File: config.mk
export PLATFORM = sky130hd
export DESIGN_NAME = hbp_packer
export DESIGN_NICKNAME = d
export VERILOG_FILES = /design/src/rtl/core/hbp_pkg.sv /design/src/rtl/core/hbp_packer.sv
export SDC_FILE = /design/constraint.sdc
export NUM_CORES = 1
export LEC_CHECK = 0
export ABC_AREA = 0
export ABC_CLOCK_PERIOD_IN_PS = 6470
export BUFFER_PORTS_ARGS = -buffer_cell sky130_fd_sc_hd__buf_4
export CAP_MARGIN = 20
export CORE_MARGIN = 1
export CORE_UTILIZATION = 55
export CTS_CLUSTER_DIAMETER = 60
export DETAILED_ROUTE_END_ITERATION = 7
export PLACE_DENSITY = 0.73
export SYNTH_ARGS = -nofsm -noshare
export SYNTH_HDL_FRONTEND = slang
export SYNTH_SLANG_ARGS = --single-unit
export TNS_END_PERCENT = 100
File: constraint.sdc
create_clock -name clk -period 6.47 [get_ports clk]
set_input_delay 0.3235 -clock clk [delete_from_list [all_inputs] [get_ports clk]]
set_output_delay 0.3235 -clock clk [all_outputs]
set_load 0.01 [all_outputs]
File: src/rtl/core/hbp_pkg.sv
// ----------------------------------------------------------------------------
// hbp_pkg
// Shared types and constants for the Huffman bit packer.
// ----------------------------------------------------------------------------
package hbp_pkg;

    localparam int SYMBOL_COUNT = 256;
    localparam int MAX_CODE_LEN = 24;

    localparam int IDX_W  = (SYMBOL_COUNT > 1) ? $clog2(SYMBOL_COUNT) : 1;
    localparam int SYM_W  = 8;
    localparam int CODE_W = 24;
    localparam int LEN_W  = 5;
    localparam int BYTE_W = 8;
    localparam int WIN_W  = CODE_W + BYTE_W;
    localparam int TOT_W  = 5;
    localparam int USED_W = 3;

    typedef enum logic [1:0] {
        MODE_LOAD   = 2'd0,
        MODE_ENCODE = 2'd1,
        MODE_FLUSH  = 2'd2,
        MODE_RSVD   = 2'd3
    } hbp_mode_t;

    typedef struct packed {
        logic [1:0]        mode;
        logic [SYM_W-1:0]  symbol;
        logic [CODE_W-1:0] code_bits;
        logic [LEN_W-1:0]  code_length;
    } hbp_in_t;

    typedef struct packed {
        logic [BYTE_W-1:0] out_byte;
        logic              last_of_run;
        logic              stream_end;
    } hbp_out_t;

    typedef struct packed {
        logic [CODE_W-1:0] code;
        logic [LEN_W-1:0]  len;
    } hbp_entry_t;

    typedef struct packed {
        logic align;
        logic shift;
        logic commit;
        logic clear;
    } hbp_pack_ctrl_t;

    typedef struct packed {
        logic [BYTE_W-1:0] top_byte;
        logic [TOT_W-1:0]  total;
        logic [BYTE_W-1:0] partial;
    } hbp_pack_stat_t;

endpackage

File: src/rtl/core/hbp_packer.sv
// ----------------------------------------------------------------------------
// hbp_packer
// Bit window and shift unit: aligns a code behind the pending bits, then
// shifts out one byte per step and keeps the partial byte.
// ----------------------------------------------------------------------------
module hbp_packer (
    input  logic                   clk,
    input  logic                   rst_n,
    input  hbp_pkg::hbp_pack_ctrl_t ctrl,
    input  hbp_pkg::hbp_entry_t    entry,
    output hbp_pkg::hbp_pack_stat_t stat
);
    import hbp_pkg::*;

    logic [WIN_W-1:0]  win_reg, win_next;
    logic [TOT_W-1:0]  total_reg, total_next;
    logic [BYTE_W-1:0] partial_reg, partial_next;
    logic [USED_W-1:0] used_reg, used_next;

    logic [LEN_W-1:0]  pad_amt;
    logic [CODE_W-1:0] code_left;

    // left-align code; bits above the length fall off the top
    assign pad_amt   = LEN_W'(CODE_W) - entry.len;
    assign code_left = entry.code << pad_amt;

    always_comb
    begin
        win_next     = win_reg;
        total_next   = total_reg;
        partial_next = partial_reg;
        used_next    = used_reg;
        if (ctrl.align)
        begin
            win_next   = {partial_reg, {CODE_W{1'b0}}}
                       | ({code_left, {BYTE_W{1'b0}}} >> used_reg);
            total_next = TOT_W'({2'b00, used_reg}) + TOT_W'(entry.len);
        end
        if (ctrl.shift)
        begin
            win_next   = {win_reg[WIN_W-BYTE_W-1:0], {BYTE_W{1'b0}}};
            total_next = total_reg - TOT_W'(BYTE_W);
        end
        if (ctrl.commit)
        begin
            partial_next = win_reg[WIN_W-1 -: BYTE_W];
            used_next    = total_reg[USED_W-1:0];
        end
        if (ctrl.clear)
        begin
            partial_next = '0;
            used_next    = '0;
        end
    end

    always_ff @(posedge clk)
    begin
        win_reg   <= win_next;
        total_reg <= total_next;
    end

    always_ff @(posedge clk or negedge rst_n)
    begin
        if (!rst_n)
        begin
            partial_reg <= '0;
            used_reg    <= '0;
        end
        else
        begin
            partial_reg <= partial_next;
            used_reg    <= used_next;
        end
    end

    assign stat.top_byte = win_reg[WIN_W-1 -: BYTE_W];
    assign stat.total    = total_reg;
    assign stat.partial  = partial_reg;

endmodule

==> results.json <==
{
  "outcome": "finished, final reports clean",
  "p_sw_uw": 307.6,
  "timing.fmax_mhz": 270.5,
  "min_period_over_period_pct": 57.13,
  "synth_top_family_by_area": "multiplexers",
  "rsz0062_at_grt": "false",
  "netlist.area_leader.share_pct": 19.95,
  "intPower_uw": 626.2,
  "gr-total-overflow": 0,
  "slew_viol_final": 0,
  "cap_viol_max_count": 0,
  "synth_seq_cells": 47,
  "synth_top_cell_by_area": "edfxtp_1",
  "p_leak_uw": 0.001971,
  "yosys_warnings": 0,
  "die_area_um2": 8295,
  "maxSlewHeadroom_pct": 37.17,
  "fin_skew_ns": 0.006596,
  "port_buffers": 55,
  "place.gp.congestion": 0.9306,
  "yosys.cell_types.count": 69,
  "worstSkewPairLatency_ns": 0.30,
  "initial_core_util_pct": 56.77,
  "hold_path_class": "primary input to register",
  "critPathKind": "primary input to register",
  "p_comb_share_pct": 36.6,
  "grt_usage_pct": 27.40,
  "cpMaxStageDelayCell": "xor2_2",
  "ctsResizeCount": 0,
  "synthMuxAreaShare_pct": 28.50,
  "antenna_cells": 0,
  "clk_pin_slew_ns": 0.09,
  "setup_viol": 0,
  "core_area_um2": 7687,
  "p_seq_share_pct": 38.9,
  "synthArstFlopShare_pct": 23.40,
  "grt_first_pass_wirelength_um": 18140,
  "num-nets-final": 491,
  "path_max_fanout": 18,
  "fp.dieW_um": 91.08,
  "power.total_uw": 933.8,
  "num_rows": 32,
  "end_kind": "register",
  "synthFlopType": "edfxtp_1",
  "crit_required_ns": 6.60,
  "rr_worst_depth": 7,
  "io_pins": 56,
  "synth_area_leaders": "edfxtp_1 20%, mux2i_1 12%, mux4_1 8.4%",
  "netlist_instances": 428,
  "start_kind": "primary input",
  "route.detailed.drc": 0,
  "vias_per_cell": 6.684,
  "cts_sinks": 47,
  "tightest_slew_ns": 0.9416,
  "avgSynthCellArea_um2": 10.20,
  "finalSetupTns_ns": 0,
  "drtIter0Drc": 317,
  "largest_reg_flops": 31,
  "htree_levels": 2,
  "irDropWorstVdd_uv": 92.13,
  "clkPwrFrac_pct": 24.6,
  "clock_path_buffers": 2,
  "postCtsSetupBuffers": 0,
  "crit_arrival_ns": 3.83,
  "netSwitchingFraction_pct": 32.94,
  "powerDensity_nw_per_um2": 195.1,
  "dp_hpwl_um": 8086,
  "fp.dieH_um": 91.08,
  "vias": 3703,
  "syn_nets": 468,
  "nFillCells": 657,
  "area_growth_pct": 9.690,
  "cpPeakStageDelay_ns": 0.76,
  "worst_path_most_repeated_cell": "mux4_1",
  "finalCriticalPeriod_ns": 3.697,
  "synth_area_um2": 4364,
  "hold_depth": 2,
  "hold_ws_ns": 0.2678,
  "synth-xor-area-share_pct": 1.548,
  "final_core_util_pct": 62.27,
  "worst_slack_ns": 2.773,
  "grt_max_degree": 34,
  "synth_compound_area_share_pct": 18.29,
  "yosys.area_share.simple_pct": 12.33,
  "grt_pass1_vias": 3598,
  "postRouteAntennaNets": 0,
  "clock-root-buffer": "clkbuf_8",
  "drive_above_1_share_pct": 22.12,
  "dpl_worst_slack_ns": 2.522,
  "drtPass1Iterations": 5,
  "cts_tree": "yes",
  "wl_per_cell_um": 19.86,
  "synthAdderAreaFrac_pct": 1.606,
  "wirelength_um": 11000,
  "numCtsBuffers": 5,
  "ys_seq_area_share_pct": 29.47,
  "synth_edf_count": 29,
  "hold_violations": 0,
  "crit_path_cell_trace": "buf_4 -> inv_2 -> ha_1 -> xor2_2 -> mux4_1 -> nand2_1 -> o21ai_0 -> mux4_1 -> or3_1 -> o211ai_1",
  "antenna_found_initial": 0
}
## worst paths after layout
check	startpoint	end	slack [ns]
max	entry[0]	win_reg[18]$_DFFE_PP_	2.77
min	ctrl[0]	partial_reg[6]$_DFFE_PN0P_	0.27
max reg2reg	used_reg[0]$_DFFE_PN0P_	win_reg[8]$_SDFFCE_PP0P_	3.44
min reg2reg	win_reg[3]$_SDFFE_PP0P_	win_reg[3]$_SDFFE_PP0P_	0.47
max in group asynchronous	rst_n	partial_reg[0]$_DFFE_PN0P_	5.93
min in group asynchronous	rst_n	used_reg[1]$_DFFE_PN0P_	0.39
## per-layer routing
| layer | track usage (%) | vias to the layer above | routed length [µm] |
|---|---|---|---|
| met1 | 37.11 | 1793 | 4658 |
| li1 | - | 1716 | - |
| met2 | 45.08 | 168 | 5344 |
| met5 | 0 | - | 0 |
| met3 | 4.271 | 26 | 741 |
| met4 | 8.862 | 0 | 260 |
## final cells by class
type	instances	area [µm²]	share of cell area [%]
Multi-Input combinational cell	326	2718	56.77
Sequential cell	47	1286	26.87
Timing Repair Buffer	60	493.0	10.30
Tap cell	102	127.6	2.666
Clock buffer	6	82.58	1.725
Inverter	11	41.29	0.8625
Clock inverter	2	38.79	0.8102
## Yosys cell counts, drive strengths merged (3+ instances only)
cell type and number:
mux4 25, a22oi 7, inv 11, o211ai 8, ha 4, nor3 12
a32oi 5, nand2 45, edfxtp 29, a21oi 16, or3 4, xnor2 5
nor2 33, mux2i 53, clkbuf 13, buf 30, o21ai 19, nand2b 5
a22o 5, nand3 8, mux2 7, a211oi 24, a31oi 3, nor4 3
and2 3, dfxtp 7, dfrtp 11, o221ai 8
## timing repair
item / in CTS / in global routing
endpoints found under the setup margin: 0 / 0
hold buffers: 1 / 0
endpoints found under the hold margin: 11 / 0
## metrics by stage
stage	cells	cell area, µm²
after floorplan	428	4364
after global placement	542	4593
after detailed placement	542	4593
after CTS	551	4725
after global routing	554	4787
final	554	4787
## power groups by stage
| stage | Combinational, µW | Sequential, µW | Clock, µW |
|---|---|---|---|
| after floorplan | 257 | 365 | 0 |
| after global placement | 323 | 371 | 0 |
| after detailed placement | 327 | 372 | 0 |
| after CTS | 330 | 366 | 232 |
| after global routing | 368 | 367 | 243 |
| final | 342 | 363 | 229 |
## worst max-delay path, delay by kind of cell
kind	cells	cell delay, ns
fa+ha+maj	1	0.33
mux	2	1.26
compound gates	2	0.24
buf+inv	2	0.46
xor+xnor	1	0.76
simple gates	2	0.43
## logic make-up after synthesis
kind of cell | after synthesis
compound gates | 112
xor+xnor | 6
fa+ha+maj | 5
buf+inv | 55
flops | 47
mux | 85
simple gates | 118
## layout by cell type, fill, tap and decap left out, types with 5 or more instances in the layout
master    count
a211oi_1     24
a21oi_1      14
a22o_1        5
a22oi_1       7
a32oi_1       5
buf_4        57
clkbuf_8      6
dfrtp_1      11
dfxtp_1       7
edfxtp_1     29
inv_1         9
mux2_2        6
mux2i_1      52
mux4_1       14
mux4_2       10
nand2_1      44
nand2b_1      5
nand3_1       8
nor2_1       33
nor3_1       11
o211ai_1      8
o21ai_0      13
o21ai_1       5
o221ai_1      8
Note: power is estimated with default switching activity, not from simulation.
